File: src/rtl/sscl_pkg.sv
`default_nettype none

package sscl_pkg;

	localparam int unsigned POLL_W = 8;
	localparam int unsigned CLK_W = 14;
	localparam int unsigned CFG_IDX_W = 2;
	localparam int unsigned CFG_DATA_W = 14;

	localparam logic [POLL_W-1:0] POLL_LIMIT_RESET = 8'd50;
	localparam logic [CLK_W-1:0] CLOCK_LIMIT_RESET = 14'd10000;

	localparam logic [CFG_IDX_W-1:0] REG_INIT_POLL_LIMIT = 2'd0;
	localparam logic [CFG_IDX_W-1:0] REG_FINISH_CLOCK_LIMIT = 2'd1;

	typedef enum logic [2:0] {
		PH_IDLE     = 3'd0,
		PH_WAIT     = 3'd1,
		PH_UPLOAD   = 3'd2,
		PH_DONE     = 3'd3,
		PH_ERROR    = 3'd4,
		PH_DISABLED = 3'd5
	} phase_t;

	typedef enum logic [2:0] {
		KIND_BEGIN   = 3'd0,
		KIND_POLL    = 3'd1,
		KIND_DATA    = 3'd2,
		KIND_FINISH  = 3'd3,
		KIND_DISABLE = 3'd4
	} kind_t;

	typedef enum logic [1:0] {
		FAULT_NONE    = 2'd0,
		FAULT_TIMEOUT = 2'd1,
		FAULT_REJECT  = 2'd2
	} fault_t;

	// One decoded item: the results it causes, described compactly.
	typedef struct packed {
		logic [2:0] rem;
		logic       clock_pulse;
		logic [7:0] shift;
		logic       prog_first;
		logic       prog_rest;
		phase_t     status;
		fault_t     fault;
		logic       online;
	} desc_t;

endpackage

`default_nettype wire

File: src/rtl/sscl_step.sv
`default_nettype none

module sscl_step import sscl_pkg::*; (
	input  wire logic                  clk,
	input  wire logic                  arst_n,
	input  wire logic                  cfg_we,
	input  wire logic [CFG_IDX_W-1:0]  cfg_index,
	input  wire logic [CFG_DATA_W-1:0] cfg_data,
	input  wire logic                  in_valid,
	output logic                       in_stall,
	input  wire logic [2:0]            kind,
	input  wire logic [7:0]            data_byte,
	input  wire logic                  init_level,
	input  wire logic                  done_level,
	input  wire logic                  desc_ready,
	output logic                       desc_valid,
	output desc_t                      desc
);

	logic              valid_s1;
	logic [2:0]        kind_s1;
	logic [7:0]        byte_s1;
	logic              init_s1;
	logic              done_s1;

	logic [POLL_W-1:0] poll_limit_q;
	logic [CLK_W-1:0]  clock_limit_q;
	phase_t            phase_q;
	logic [POLL_W-1:0] poll_count_q;
	logic [CLK_W-1:0]  clock_count_q;
	logic              prog_q;

	phase_t            phase_d;
	logic [POLL_W-1:0] poll_count_d;
	logic [CLK_W-1:0]  clock_count_d;
	logic              prog_d;
	logic [POLL_W-1:0] poll_inc;
	logic [CLK_W-1:0]  clock_inc;
	logic [POLL_W-1:0] poll_lim;
	logic [CLK_W-1:0]  clock_lim;
	logic              advance;

	assign in_stall = valid_s1 && !desc_ready;
	assign advance = valid_s1 && desc_ready;
	assign desc_valid = valid_s1;

	always_ff @(posedge clk or negedge arst_n) begin
		if (!arst_n) begin
			valid_s1 <= 1'b0;
		end else if (!in_stall) begin
			valid_s1 <= in_valid;
		end
	end

	always_ff @(posedge clk) begin
		if (in_valid && !in_stall) begin
			kind_s1 <= kind;
			byte_s1 <= data_byte;
			init_s1 <= init_level;
			done_s1 <= done_level;
		end
	end

	always_ff @(posedge clk or negedge arst_n) begin
		if (!arst_n) begin
			poll_limit_q <= POLL_LIMIT_RESET;
			clock_limit_q <= CLOCK_LIMIT_RESET;
		end else if (cfg_we) begin
			if (cfg_index == REG_INIT_POLL_LIMIT) begin
				poll_limit_q <= cfg_data[POLL_W-1:0];
			end
			if (cfg_index == REG_FINISH_CLOCK_LIMIT) begin
				clock_limit_q <= cfg_data[CLK_W-1:0];
			end
		end
	end

	always_ff @(posedge clk or negedge arst_n) begin
		if (!arst_n) begin
			phase_q <= PH_IDLE;
			poll_count_q <= '0;
			clock_count_q <= '0;
			prog_q <= 1'b1;
		end else if (advance) begin
			phase_q <= phase_d;
			poll_count_q <= poll_count_d;
			clock_count_q <= clock_count_d;
			prog_q <= prog_d;
		end
	end

	// A limit of zero behaves as a limit of one.
	assign poll_lim = (poll_limit_q == '0) ? POLL_W'(1) : poll_limit_q;
	assign clock_lim = (clock_limit_q == '0) ? CLK_W'(1) : clock_limit_q;
	assign poll_inc = poll_count_q + POLL_W'(1);
	assign clock_inc = clock_count_q + CLK_W'(1);

	always_comb begin
		phase_d = phase_q;
		poll_count_d = poll_count_q;
		clock_count_d = clock_count_q;
		prog_d = prog_q;
		desc.rem = 3'd0;
		desc.clock_pulse = 1'b0;
		desc.shift = 8'd0;
		desc.prog_first = prog_q;
		desc.prog_rest = prog_q;
		desc.fault = FAULT_REJECT;
		unique case (kind_t'(kind_s1))
			KIND_BEGIN: begin
				phase_d = PH_WAIT;
				poll_count_d = '0;
				clock_count_d = '0;
				prog_d = 1'b1;
				desc.rem = 3'd1;
				desc.prog_first = 1'b0;
				desc.prog_rest = 1'b1;
				desc.fault = FAULT_NONE;
			end
			KIND_POLL: begin
				if (phase_q == PH_WAIT) begin
					desc.fault = FAULT_NONE;
					if (init_s1) begin
						phase_d = PH_UPLOAD;
						clock_count_d = '0;
					end else if (poll_inc >= poll_lim) begin
						phase_d = PH_IDLE;
						poll_count_d = '0;
						desc.fault = FAULT_TIMEOUT;
					end else begin
						poll_count_d = poll_inc;
					end
				end
			end
			KIND_DATA: begin
				if (phase_q == PH_UPLOAD) begin
					desc.rem = 3'd7;
					desc.clock_pulse = 1'b1;
					desc.shift = byte_s1;
					desc.fault = FAULT_NONE;
				end
			end
			KIND_FINISH: begin
				if (phase_q == PH_UPLOAD) begin
					desc.clock_pulse = 1'b1;
					desc.fault = FAULT_NONE;
					if (done_s1) begin
						phase_d = PH_DONE;
					end else begin
						clock_count_d = clock_inc;
						if (clock_inc >= clock_lim) begin
							phase_d = PH_ERROR;
						end
					end
				end
			end
			KIND_DISABLE: begin
				prog_d = 1'b0;
				phase_d = PH_DISABLED;
				desc.prog_first = 1'b0;
				desc.prog_rest = 1'b0;
				desc.fault = FAULT_NONE;
			end
			default: begin
			end
		endcase
		desc.status = phase_d;
		desc.online = ((phase_d == PH_IDLE) || (phase_d == PH_DONE)) && done_s1;
	end

endmodule

`default_nettype wire

File: src/rtl/sscl_emit.sv
`default_nettype none

module sscl_emit import sscl_pkg::*; (
	input  wire logic  clk,
	input  wire logic  arst_n,
	input  wire logic  desc_valid,
	output logic       desc_ready,
	input  wire desc_t desc,
	output logic       out_valid,
	input  wire logic  out_stall,
	output logic       clock_pulse,
	output logic       serial_bit,
	output logic       prog_level,
	output logic [2:0] status,
	output logic [1:0] fault,
	output logic       online,
	output logic       last
);

	logic  valid_q;
	desc_t cur_q;
	logic  prog_q;
	logic  taken;

	assign taken = valid_q && !out_stall;
	assign last = (cur_q.rem == 3'd0);
	assign desc_ready = !valid_q || (taken && last);

	always_ff @(posedge clk or negedge arst_n) begin
		if (!arst_n) begin
			valid_q <= 1'b0;
		end else if (desc_ready) begin
			valid_q <= desc_valid;
		end
	end

	always_ff @(posedge clk) begin
		if (desc_ready && desc_valid) begin
			cur_q <= desc;
			prog_q <= desc.prog_first;
		end else if (taken && !last) begin
			cur_q.rem <= cur_q.rem - 3'd1;
			cur_q.shift <= {cur_q.shift[6:0], 1'b0};
			prog_q <= cur_q.prog_rest;
		end
	end

	assign out_valid = valid_q;
	assign clock_pulse = cur_q.clock_pulse;
	assign serial_bit = cur_q.shift[7];
	assign prog_level = prog_q;
	assign status = cur_q.status;
	assign fault = cur_q.fault;
	assign online = cur_q.online;

endmodule

`default_nettype wire

File: src/rtl/fpga_slave_serial_config_loader_unit.sv
// Channel   Direction  Handshake           Payload
// cfg       in         cfg_we              cfg_index, cfg_data
// in        in         in_valid/in_stall   kind, data_byte, init_level, done_level
// out       out        out_valid/out_stall clock_pulse, serial_bit, prog_level,
//                                          status, fault, online, last
//
// An item is held in the input register, where the loader state is updated as it moves on,
// and then leaves from the result register one transfer per cycle unless out_stall holds it.
// A data byte in the upload phase yields 8 transfers of output, a begin item 2, every other item 1.
// The output serializer sets the sustained rate; one new item can wait in the input register while results wait.
// Reset restores both limit registers and puts the loader in idle with PROG released.
`default_nettype none

module fpga_slave_serial_config_loader_unit import sscl_pkg::*; (
	input  wire logic                  clk,
	input  wire logic                  arst_n,
	input  wire logic                  cfg_we,
	input  wire logic [CFG_IDX_W-1:0]  cfg_index,
	input  wire logic [CFG_DATA_W-1:0] cfg_data,
	input  wire logic                  in_valid,
	output logic                       in_stall,
	input  wire logic [2:0]            kind,
	input  wire logic [7:0]            data_byte,
	input  wire logic                  init_level,
	input  wire logic                  done_level,
	output logic                       out_valid,
	input  wire logic                  out_stall,
	output logic                       clock_pulse,
	output logic                       serial_bit,
	output logic                       prog_level,
	output logic [2:0]                 status,
	output logic [1:0]                 fault,
	output logic                       online,
	output logic                       last
);

	logic  desc_valid;
	logic  desc_ready;
	desc_t desc;

	sscl_step u_step (
		.clk        (clk),
		.arst_n     (arst_n),
		.cfg_we     (cfg_we),
		.cfg_index  (cfg_index),
		.cfg_data   (cfg_data),
		.in_valid   (in_valid),
		.in_stall   (in_stall),
		.kind       (kind),
		.data_byte  (data_byte),
		.init_level (init_level),
		.done_level (done_level),
		.desc_ready (desc_ready),
		.desc_valid (desc_valid),
		.desc       (desc)
	);

	sscl_emit u_emit (
		.clk         (clk),
		.arst_n      (arst_n),
		.desc_valid  (desc_valid),
		.desc_ready  (desc_ready),
		.desc        (desc),
		.out_valid   (out_valid),
		.out_stall   (out_stall),
		.clock_pulse (clock_pulse),
		.serial_bit  (serial_bit),
		.prog_level  (prog_level),
		.status      (status),
		.fault       (fault),
		.online      (online),
		.last        (last)
	);

endmodule

`default_nettype wire
File: config.mk
export PLATFORM = sky130hd
export DESIGN_NAME = fpga_slave_serial_config_loader_unit
export DESIGN_NICKNAME = d
export VERILOG_FILES = /design/src/rtl/sscl_pkg.sv /design/src/rtl/sscl_step.sv /design/src/rtl/sscl_emit.sv /design/src/rtl/fpga_slave_serial_config_loader_unit.sv
export SDC_FILE = /design/constraint.sdc
export NUM_CORES = 1
export LEC_CHECK = 0
export BUFFER_PORTS_ARGS = -buffer_cell sky130_fd_sc_hd__buf_2
export CORE_UTILIZATION = 39
export DETAILED_ROUTE_END_ITERATION = 8
export PLACE_DENSITY = 0.66
export SLEW_MARGIN = 20
export SYNTH_ARGS = -nofsm -noshare
export SYNTH_HDL_FRONTEND = slang
export SYNTH_SLANG_ARGS = --single-unit
File: constraint.sdc
create_clock -name clk -period 4.9 [get_ports clk]
set_input_delay 0.49 -clock clk [delete_from_list [all_inputs] [get_ports clk]]
set_output_delay 0.49 -clock clk [all_outputs]
set_load 0.03 [all_outputs]
# After elaboration in Yosys (flattened, before gate mapping)
# Index checks and enable logic that the tools add are counted.
[totals] register_bits=83 inputBits=34 output_inout_bits=12 word_cells=105
[op_classes] add_sub_neg=3 n_lt_le_gt_ge=2 eq_ne=13 muxes=36 reduce_logical=31
[op_table] operator="14-bit 2-to-1 mux" count=5
[op_table] operator="8-bit 2-to-1 mux" count=7
[op_table] operator="14-bit one-hot mux with 3 select lines" count=1
[op_table] operator="3-bit 2-to-1 mux" count=8
[op_table] operator="8-bit one-hot mux with 2 select lines" count=1
[op_table] operator="14-bit by 1-bit adder with 14-bit output, second input constant" count=1
[op_table] operator="14-bit >= comparator" count=1
[op_table] operator="14-bit logical NOT" count=1
[op_table] operator="3-bit by 2-bit == test with 1-bit output, second input constant" count=4
[op_table] operator="12-bit 2-to-1 mux" count=1
[op_table] operator="3-bit one-hot mux with 4 select lines" count=1
[op_table] operator="3-bit logical NOT" count=3
[op_table] operator="8-bit by 1-bit adder with 8-bit output, second input constant" count=1
[op_table] operator="8-bit >= comparator" count=1
[op_table] operator="8-bit logical NOT" count=1
[op_table] operator="1-bit logical AND" count=7
[op_table] operator="3-bit by 1-bit == test with 1-bit output, second input constant" count=2
[op_table] operator="2-bit 2-to-1 mux" count=3
[op_table] operator="2-bit by 1-bit != test with 1-bit output, second input constant" count=3
[op_table] operator="2-bit one-hot mux with 3 select lines" count=1
[op_table] operator="3-bit one-hot mux with 2 select lines" count=1
[op_table] operator="2-bit AND reduction" count=3
[op_table] operator="6-bit AND reduction" count=1
[op_table] operator="2-bit nonzero test" count=3
[op_table] operator="other kinds (13)" count=24

# Depth between registers and ports, before layout
# Gate-level depths: netlist (run 1).
[depth] word_depth=10 ltp_mapped=11 mapped_depth_nobuf=11

# Modules after synthesis
# A second synthesis (run 1) with hierarchy kept.
[hier_totals] cells_unflattened=423 hier_area_um2=4608.2
[modules_own_cells] mod="sscl_step" n_inst=1 cells_each=370 area_each_um2=3677.3 seq_area_each_um2=1627.8
[modules_own_cells] mod="sscl_emit" n_inst=1 cells_each=53 area_each_um2=930.9 seq_area_each_um2=625.6

# Worst setup path after synthesis (run 1)
# OpenSTA, ideal clock, no wires.
[synth_timing] kind="flip-flop to flip-flop" start="register u_step.poll_limit_q[4]" end="register u_emit.cur_q (netlist bit u_emit.online), data pin" setup_ns=0.255 arrival_time_ns=2.281 required_time_ns=4.645 setup_slack_ns=2.364 stages_incl_launch_ff=10 n_path_buf=0 synth_period_minus_slack_ns=2.536 path_cell_list="dfstp_2 nor4_1 a41o_1 ha_1 nand2b_4 a2111o_1 a31oi_2 a221oi_1 xnor2_1 and3_1"
[synth_lines] element="start: declaration" line_no="sscl_step.sv:26" rtl="logic [POLL_W-1:0] poll_limit_q;"
[synth_lines] element="start signal: assignment" line_no="sscl_step.sv:70" rtl="poll_limit_q <= cfg_data[POLL_W-1:0];"
[synth_lines] element="end signal: assignment" line_no="sscl_emit.sv:39" rtl="cur_q <= desc;"
[synth_lines] element="end: declaration" line_no="sscl_emit.sv:21" rtl="desc_t cur_q;"

==> metrics, run 1 <==
status=finished, final reports clean; die area=~12000 sq um; synthesized area=about 4400 sq um; critical register-to-register path startpoint=u_step.clock_count_q[2]; crit path capture=u_emit.status[2]; Pins Over Slew Limit=0; Non-Filler Instances=between 500 and 600; Post-Syn Nets=around 470; Avg Synthesized Cell Area=approximately 11 sq um; Final setup viols=0; Critical path buffers and inverters=0; reg2reg end=u_emit.status[2]; Placeable Area=10900 sq um; Startpoint Class=flop; pwr dens=approximately 360 nW/um^2; antenna violations before repair=0; row count=38; post-cts gate resize count=0; Detailed Place HPWL=6200 um; DIE WIDTH=between 100 and 150 um; All-Layer GR Usage=approximately 16%; pin count of the biggest net entering global routing=51; Least-Margin Pin Slew=between 0.6 and 0.7 ns; slowest stage cell on the critical path=dfrtp_1; CTS Sinks=83; final setup skew=about 0.006 ns; post-CTS setup buffer count=0; number of I/O port buffers=45; post-route setup slack=just under 2 ns; GPL Wtd Cong=between 0.7 and 0.8; Die Y=108 um; final hold slack=between 0.2 and 0.3 ns; Yosys warning count=0; crit-path max cell delay=~0.44 ns; R2R cell count=10; area growth from synthesis to layout=13.3%; critical path class=reg2reg; Starting Density=between 40% and 50%; GRT overflow=0; Req. time, crit path=roughly 5.0 ns; Crit path depth=10; vias in the first global route=between 3000 and 4000; post-route ant nets=0; Longest Clk Path Bufs=2; Final Hold Viols=0; crit end category=flop; Seq/Total Area, Yosys=51.1%; drt first pass iters=5; routed wire length per instance=around 15 um; Max-cap violations=0; setup slack at placement=1.99 ns; worst relative slew slack=a little under three fifths; TNS Setup=0 ns; f_max=342 MHz; Layout Nets=between 500 and 600; Post-synth EDFFs=33; H-Tree Depth=3; Synth Instances=between 400 and 500; worst hold path class=in2async; DP Cell Count=about 580; clk_lat worst skew=around 0.33 ns; CP arrival=~3.0 ns; vias=between 3000 and 4000; distinct cell type count after synthesis=55; FFs w/ async S/R, synth=between 60% and 70%; register bit total from synthesis=slightly above 80; count of boundary I/O pins=46; RSZ-0062 raised after global routing=no; post-route cell area=5000 sq um; Synth Flop Type=dfrtp_1; DRC errors left=0; CTS tree=built; Worst Setup SP=u_step.clock_count_q[2]; Area after DPL=around 4700 sq um; VDD IR max=~0.15 mV; hold buffers post-CTS=0; minimum clock period=slightly below 3 ns; Num CTS Buffers=9; CP Cell Sequence=nand3_1 -> nor2b_1 -> nand3_1 -> xnor2_1 -> ha_1 -> a21o_1 -> a21o_1 -> a211oi_1 -> o22a_1 -> nand2_1; CP delay by family, top=simple AND/OR/NAND/NOR gates; final period utilization=59.7%; Antenna Cells=0; Leak=about 2.2 nW; layout cells sized above 1=approximately a fifth; routed wire length=8690 um; Max FO, Critical Path=7; global-route wire length before repair=around 14000 um; Worst R2R Setup Slack=1.97 ns; CTS Root Cell=clkbuf_16; CTS clock-pin slew for the worst setup and hold paths=approximately 0.06 ns; Via density=around 5.2; Initial DRC Count=slightly below 200
## state kept, by name (all words and copies together), names as in the netlist, 2 cells and up
| name | count |
|---|---|
| u_emit.status | 3 |
| u_step.byte_s1 | 8 |
| u_emit.cur_q | 11 |
| u_step.poll_limit_q | 8 |
| u_step.phase_q | 3 |
| u_emit.fault | 2 |
| u_step.clock_limit_q | 14 |
| u_step.clock_count_q | 14 |
| u_step.poll_count_q | 8 |
| u_step.kind_s1 | 3 |
## through the flow
| step | util [%] | power (mW) |
|---|---|---|
| 2_1_floorplan | - | 1.12 |
| 3_3_place_gp | 43.3 | 1.20 |
| 3_5_place_dp | 43.3 | 1.22 |
| 4_1_cts | 45.7 | 1.83 |
| 5_1_grt | 45.7 | 1.90 |
| 6_report | 45.7 | 1.81 |
## per-layer routing
layer  vias to the layer above  routed length, um  global-route usage, %
met5                         -                  0                      0
met4                         0                 97                   6.08
met2                        61               4100                   25.5
met1                      1497               4140                   20.9
li1                       1546                  -                      -
met3                         6                353                   3.56
## synthesized netlist by cell type, types with 3 or more instances
master	n	share of area, %
dfrtp_1	41	23
nand2_1	37	3.1
o21ai_0	37	4.2
edfxtp_1	33	22
inv_1	31	2.6
ha_1	26	7.4
nor2_1	18	1.5
mux2_2	15	3.8
nand2b_1	14	2.0
nand3_1	13	1.5
xnor2_1	12	2.4
a21oi_1	11	1.2
o31ai_1	10	1.7
dfstp_2	9	5.4
clkbuf_1	8	0.68
xor2_1	8	1.6
a22o_1	7	1.4
and3_1	6	0.85
buf_4	5	0.85
nor4_1	5	0.71
a21o_1	4	0.68
and2_1	4	0.57
o21ai_1	4	0.45
a2111o_1	3	0.77
a41o_1	3	0.68
nor2b_1	3	0.43
or3_1	3	0.43
## cell usage in the layout (no fill, tap or decap), types with 12 or more instances in the layout
master	count
mux2_2	15
ha_1	26
inv_1	31
nand3_1	13
edfxtp_1	33
nand2b_1	14
o21ai_0	37
xnor2_1	12
nor2_1	18
nand2_1	37
buf_2	45
dfrtp_1	41
## cells by family (layout without fill, tap and decap cells)
family                   after synthesis  count (layout)  share of synthesized area, %
AND/OR/NAND/NOR                      122             122                          14.8
AO/OA/AOI/OAI                         93              93                          13.8
flip-flops                            83              83                          51.1
buffers and inverters                 48              94                          4.76
adder cells (fa/ha/maj)               26              26                          7.37
XOR/XNOR                              20              20                          3.97
multiplexers                          17              17                          4.28
## worst min path at each step
stage | end | depth (start not counted) | slack [ns]
2_1_floorplan | u_emit.out_valid | 0 | 0.19
3_3_place_gp | u_step.prog_q | 2 | 0.47
3_5_place_dp | u_step.prog_q | 2 | 0.48
4_1_cts | u_step.desc_valid | 2 | 0.30
5_1_grt | u_step.byte_s1[5] | 1 | 0.32
6_report | u_step.clock_count_q[10] | 2 | 0.27
## final cells by class
cell class	instances	area (sq um)
Fill cell	1037	5940
Sequential cell	83	2250
Multi-Input combinational cell	278	1950
Timing Repair Buffer	47	240
Clock buffer	11	233
Tap cell	140	175
Inverter	31	116
Clock inverter	5	30.0
## worst register-to-register path: cells and delay by family (launching register included)
family,cells,cell delay (ns)
XOR/XNOR,1,0.18
AND/OR/NAND/NOR,4,0.88
adder cells (fa/ha/maj),1,0.31
AO/OA/AOI/OAI,4,0.87
flip-flops,1,0.44
## power by group
group	leakage, nW	internal [mW]	total [mW]	switching [mW]
clock	0.125	0.341	0.602	0.262
sequential	0.933	0.829	0.897	0.0673
combinational	1.16	0.135	0.306	0.172
No activity file was read; power rests on OpenSTA's default activity.
==> inputs of run 2 (changes only) <==
==> constraint.sdc (replaced) <==
create_clock -name clk -period 2.9 [get_ports clk]
set_input_delay 0.29 -clock clk [delete_from_list [all_inputs] [get_ports clk]]
set_output_delay 0.29 -clock clk [all_outputs]
set_load 0.03 [all_outputs]
==> run 2 against run 1 <==
  * Worst setup slack lost 1.8 ns
  * Clock power grew 100%
  * Global-route usage grew 0.69 points
  * Critical endpoint is now u_step.poll_count_q[5]
==> metrics, run 2 (synthesized netlist as in run 1, its figures left out) <==
layout cells sized above 1=22.7% (+1.9 points); number of I/O port buffers=45 (unchanged); critical path class=reg2reg; final core utilization=47.2% (+1.4 points); Startpoint Class=flop; critical register-to-register path startpoint=u_step.poll_limit_q[5]; worst hold path class=in2reg; minimum clock period=2.70 ns (-0.229 ns); final hold slack=0.127 ns (-0.142 ns); routed wire length per instance=14.5 um (-0.49%); Layout Nets=521 (+2.2%); met2 wire length=4240 um (+3.6%); CP Cell Sequence=nor4_1 -> a41o_1 -> ha_1 -> nand2b_4 -> a2111o_1 -> a31oi_4 -> nand2_2 -> or2_1 -> o31ai_1; CTS Root Cell=clkbuf_16; Longest Clk Path Bufs=2 (unchanged); most frequent cells in the layout=44 x buf_2, 41 x dfrtp_1, 37 x nand2_1, 37 x o21ai_0, 33 x edfxtp_1; Worst Hold Launch=data_byte[5]; max layer used=met4; Antenna Cells=0 (unchanged); DIE WIDTH=108 um (unchanged); Least-Margin Pin Slew=0.639 ns (-0.0292 ns); pwr dens=634 nW/um^2 (+76%); final period utilization=93.0% (+33 points); most common cell after layout, fill and taps aside=buf_2; GPL Wtd Cong=0.844 (+9.1%); count of boundary I/O pins=46 (unchanged); GRT overflow=0 (unchanged); routed wire length=8810 um (+1.3%); Max-cap violations=0 (unchanged); f_max=371 MHz (+8.5%); crit end category=flop; area growth from synthesis to layout=16.9%; Via density=5.25 (+0.36%); TNS Setup=0 ns (unchanged); CTS clock-pin slew for the worst setup and hold paths=0.06 ns (about the same); worst relative slew slack=57.2% (+1.8 points); vias in the first global route=3167 (+2.7%); Final setup viols=0 (unchanged); post-route cell area=5160 sq um (+3.1%); All-Layer GR Usage=16.6% (+0.69 points); clk_lat worst skew=0.34 ns (about the same); VDD IR max=0.402 mV (+160%); post-CTS setup buffer count=0 (unchanged); Max FO, Critical Path=7 (unchanged); row count=38 (unchanged); CTS tree=built; status=finished, final reports clean; Pins Over Slew Limit=0 (unchanged); pin count of the biggest net entering global routing=49 (-3.9%); crit-path max cell delay=0.45 ns (about the same); Area after DPL=4810 sq um (+1.6%); Detailed Place HPWL=6480 um (+4.5%); H-Tree Depth=3 (unchanged); Placeable Area=10900 sq um (unchanged); Initial DRC Count=189 (-4.1%); post-route ant nets=0 (unchanged); Starting Density=40.3% (unchanged); Worst Setup SP=u_step.poll_limit_q[5]; Num CTS Buffers=9 (unchanged); Die Y=108 um (unchanged); final setup skew=0.00827 ns (+0.00227 ns); Req. time, crit path=3.14 ns (-1.84 ns); Largest regs=u_step.clock_count_q (14), u_step.clock_limit_q (14), u_emit.cur_q (11); antenna violations before repair=0 (unchanged); slowest stage cell on the critical path=a2111o_1; met3 routed WL=397 um (+12%); die area=11700 sq um (unchanged); CTS Sinks=83 (unchanged); drt first pass iters=5 (unchanged); routed length on met1=4030 um (-2.8%); CP arrival=2.94 ns (-0.07 ns); global-route wire length before repair=15000 um (+3.7%); Leak=2.30 nW (+3.8%); fillcell total=988 (-4.7%); vias=3179 (+2.2%); Final Hold Viols=0 (unchanged); DRC errors left=0 (unchanged)
run 2: repair_timing:
item                                    CTS  global route
endpoints found under the setup margin    0             3
gates resized for setup                   0             3
hold buffers                              1             0
endpoints found under the hold margin     7             0
run 2: path summary, 6_finish.rpt:
| check | slack, ns | to | cells after the start |
|---|---|---|---|
| worst max-delay path | 0.20 | u_step.poll_count_q[5] | 9 |
| worst min-delay path | 0.13 | u_step.byte_s1[5] | 1 |
| worst max register to register | 0.20 | u_step.poll_count_q[5] | 9 |
| worst min register to register | 0.50 | u_step.prog_q | 2 |
| max in group asynchronous | 1.80 | u_step.poll_limit_q[5] | 3 |
| min in group asynchronous | 0.51 | u_step.clock_count_q[9] | 2 |
run 2: worst max-delay path: cells and delay by family, from the launching register on:
family	cells	cell delay (ns)
flops	1	0.37
compound gates	4	1.14
fa+ha+maj	1	0.22
simple gates	4	0.88
run 2: per-stage QoR:
step	std cells	total power, mW	setup slack, ns
floorplan	409	1.90	0.364
finish	606	3.27	0.204
global placement	589	2.04	0.186
global route	606	3.44	-0.00476
CTS	606	3.29	0.109
detailed placement	589	2.07	0.106
run 2: power by group:
group	internal, mW	switching [mW]
Clock	0.756	0.458
Combinational	0.239	0.301
Sequential	1.40	0.115
Total	2.40	0.874
run 2: area by class of cell:
type | instances | area [sq um] | area share [%]
clock buffer | 10 | 229 | 4.44
clock inverter | 6 | 88.8 | 1.72
inverter | 31 | 116 | 2.26
multi-input combinational | 278 | 1970 | 38.1
sequential | 83 | 2250 | 43.7
tap | 140 | 175 | 3.40
timing repair buffer | 58 | 328 | 6.36
run 2: per-layer routing:
metal | vias up | track usage [%]
met5 | - | 0
met4 | 0 | 5.89
met3 | 12 | 4.22
met2 | 65 | 26.8
met1 | 1533 | 21.5
li1 | 1569 | -
==> inputs of run 3 (changes only) <==
--- a/config.mk
+++ b/config.mk
@@ -5,10 +5,11 @@
 export SDC_FILE = /design/constraint.sdc
 export NUM_CORES = 1
 export LEC_CHECK = 0
-export BUFFER_PORTS_ARGS = -buffer_cell sky130_fd_sc_hd__buf_2
+export CORE_ASPECT_RATIO = 1.1
 export CORE_UTILIZATION = 39
 export DETAILED_ROUTE_END_ITERATION = 8
-export PLACE_DENSITY = 0.66
+export DONT_BUFFER_PORTS = 1
+export PLACE_DENSITY = 0.62
 export SLEW_MARGIN = 20
 export SYNTH_ARGS = -nofsm -noshare
 export SYNTH_HDL_FRONTEND = slang
==> run 3 against run 2 <==
  * Maximum frequency decreased by 0.66%
  * Critical path depth unchanged
  * Sequential cell count unchanged
  * Final area decreased by 4.0%
  * Non-clock buffer count decreased by 45
  * Clock power decreased by 7%
  * Wire length about the same
  * Register-to-register slack got worse by 0.02 ns
  * Total power decreased by 3.4%
  * Largest power group unchanged
==> metrics, run 3 (synthesized netlist as in run 1, its figures left out) <==
VDD IR max=0.376 mV (-6.3%); Longest Clk Path Bufs=2 (unchanged); GRT overflow=0 (unchanged); Max-cap violations=0 (unchanged); most frequent cells in the layout=40 x dfrtp_1, 37 x nand2_1, 36 x o21ai_0; Initial DRC Count=211 (+12%); crit-path max cell delay=0.43 ns (-0.02 ns); CTS Sinks=83 (unchanged); CTS clock-pin slew for the worst setup and hold paths=0.06 ns (about the same); layout cells sized above 1=15.2% (-7.5 points); DRC errors left=0 (unchanged); CP arrival=2.79 ns (-0.15 ns); Least-Margin Pin Slew=0.655 ns (+0.0160 ns); pwr dens=638 nW/um^2 (+0.65%); RSZ-0062 raised after global routing=no; Area after DPL=4580 sq um (-4.7%); CTS Root Cell=clkbuf_16; Pins Over Slew Limit=0 (unchanged); number of I/O port buffers=0 (-100%); count of boundary I/O pins=46 (unchanged); final core utilization=45.2% (-2.0 points); All-Layer GR Usage=16.8% (+0.28 points); CP delay by family, top=simple AND/OR/NAND/NOR gates; Die Y=114 um (+4.8%); Num CTS Buffers=9 (unchanged); row count=40 (+5.3%); Final setup viols=0 (unchanged); CP Cell Sequence=and4_1 -> and3_1 -> and3_1 -> xor2_1 -> ha_1 -> nand4_1 -> or3_1 -> o22ai_1 -> nor2_1; f_max=368 MHz (-0.66%); H-Tree Depth=3 (unchanged); die area=11700 sq um (about the same); worst hold path class=in2reg; Req. time, crit path=2.98 ns (-0.16 ns); post-CTS setup buffer count=0 (unchanged); Starting Density=40.3% (-0.092 points); Critical path buffers and inverters=0 (unchanged); Max FO, Critical Path=5 (-2); fillcell total=1035 (+4.8%); reg2reg end=u_emit.status[1]; Placeable Area=11000 sq um (+0.23%); antenna violations before repair=0 (unchanged); status=finished, final reports clean; DIE WIDTH=103 um (-4.6%); drt first pass iters=4 (-1); vias in the first global route=3040 (-4.0%); Via density=5.29 (+0.88%); clk_lat worst skew=0.34 ns (about the same); Startpoint Class=flop; routed wire length per instance=15.5 um (+6.6%); worst relative slew slack=56.2% (-1.1 points); post-route ant nets=0 (unchanged); R2R cell count=9 (unchanged); Worst R2R Setup Slack=0.19 ns (-0.02 ns); most used cell, CP=and3_1; slowest stage cell on the critical path=dfrtp_1; most common cell after layout, fill and taps aside=dfrtp_1; routed wire length=8800 um (about the same); Final Hold Viols=0 (unchanged); final hold slack=0.0475 ns (-0.0792 ns); Antenna Cells=0 (unchanged); Hold Path End=u_step.byte_s1[6]; vias=3006 (-5.4%); Detailed Place HPWL=6370 um (-1.6%); global-route wire length before repair=15000 um (+0.41%); Largest regs=u_step.clock_count_q (14), u_step.clock_limit_q (14), u_emit.cur_q (11); CTS tree=built; critical path class=reg2reg; pin count of the biggest net entering global routing=51 (+4.1%); post-route cell area=4950 sq um (-4.0%); minimum clock period=2.71 ns (+0.0178 ns); TNS Setup=0 ns (unchanged); Min-Delay Path Depth=0 (-1); area growth from synthesis to layout=12.2%; critical register-to-register path startpoint=u_step.clock_count_q[8]; Layout Nets=476 (-8.6%); final setup skew=0.00711 ns (-0.00116 ns); Leak=2.12 nW (-7.8%); final period utilization=93.6% (+0.61 points); Worst Hold Launch=data_byte[6]; crit end category=flop; GPL Wtd Cong=0.857 (+1.6%)
run 3: cell type report:
class                           count  area (sq um)  area share (%)
Inverter                           31           116            2.35
Multi-Input combinational cell    278          1980            40.0
Sequential cell                    83          2250            45.6
Tap cell                          147           184            3.72
Clock inverter                      6          66.3            1.34
Timing Repair Buffer               13           120            2.43
Clock buffer                       10           229            4.63
run 3: worst max-delay path by stage:
stage / startpoint / to / slack [ns] / depth (start not counted)
2_1_floorplan: u_step.poll_limit_q[4] / u_emit.online / 0.36 / 9
3_3_place_gp: u_step.poll_limit_q[5] / u_emit.online / 0.16 / 9
3_5_place_dp: u_step.poll_limit_q[5] / u_emit.online / 0.1 / 9
4_1_cts: u_step.poll_limit_q[5] / u_emit.online / 0.09 / 9
5_1_grt: u_step.clock_count_q[7] / u_emit.status[2] / 0.0006 / 10
6_report: u_step.clock_count_q[8] / u_emit.status[1] / 0.19 / 9
run 3: per-stage QoR:
stage	worst slack [ns]	power, mW	instances
after floorplan	0.364	1.90	409
after global placement	0.162	1.99	550
after detailed placement	0.0969	2.01	550
after CTS	0.0852	3.18	568
after global routing	0.000644	3.34	568
final	0.186	3.16	568
run 3: report_power, final:
part / switching, mW / internal, mW / total [mW]
registers: 0.141 / 1.40 / 1.54
logic: 0.264 / 0.217 / 0.482
clock network: 0.467 / 0.667 / 1.13
total: 0.872 / 2.29 / 3.16
run 3: timing repair:
action / in CTS / in global routing
endpoints found under the setup margin: 0 / 5
endpoints found under the hold margin: 50 / 0
resized for setup: 0 / 7
hold buffers: 2 / 0
run 3: routing by layer:
layer / routed length [um] / share of wire [%] / track usage (%)
met1: 3980 / 45 / 22.2
met2: 4190 / 48 / 26.1
met5: 0 / 0 / 0
met3: 539 / 6.1 / 5.21
met4: 95 / 1.1 / 5.73
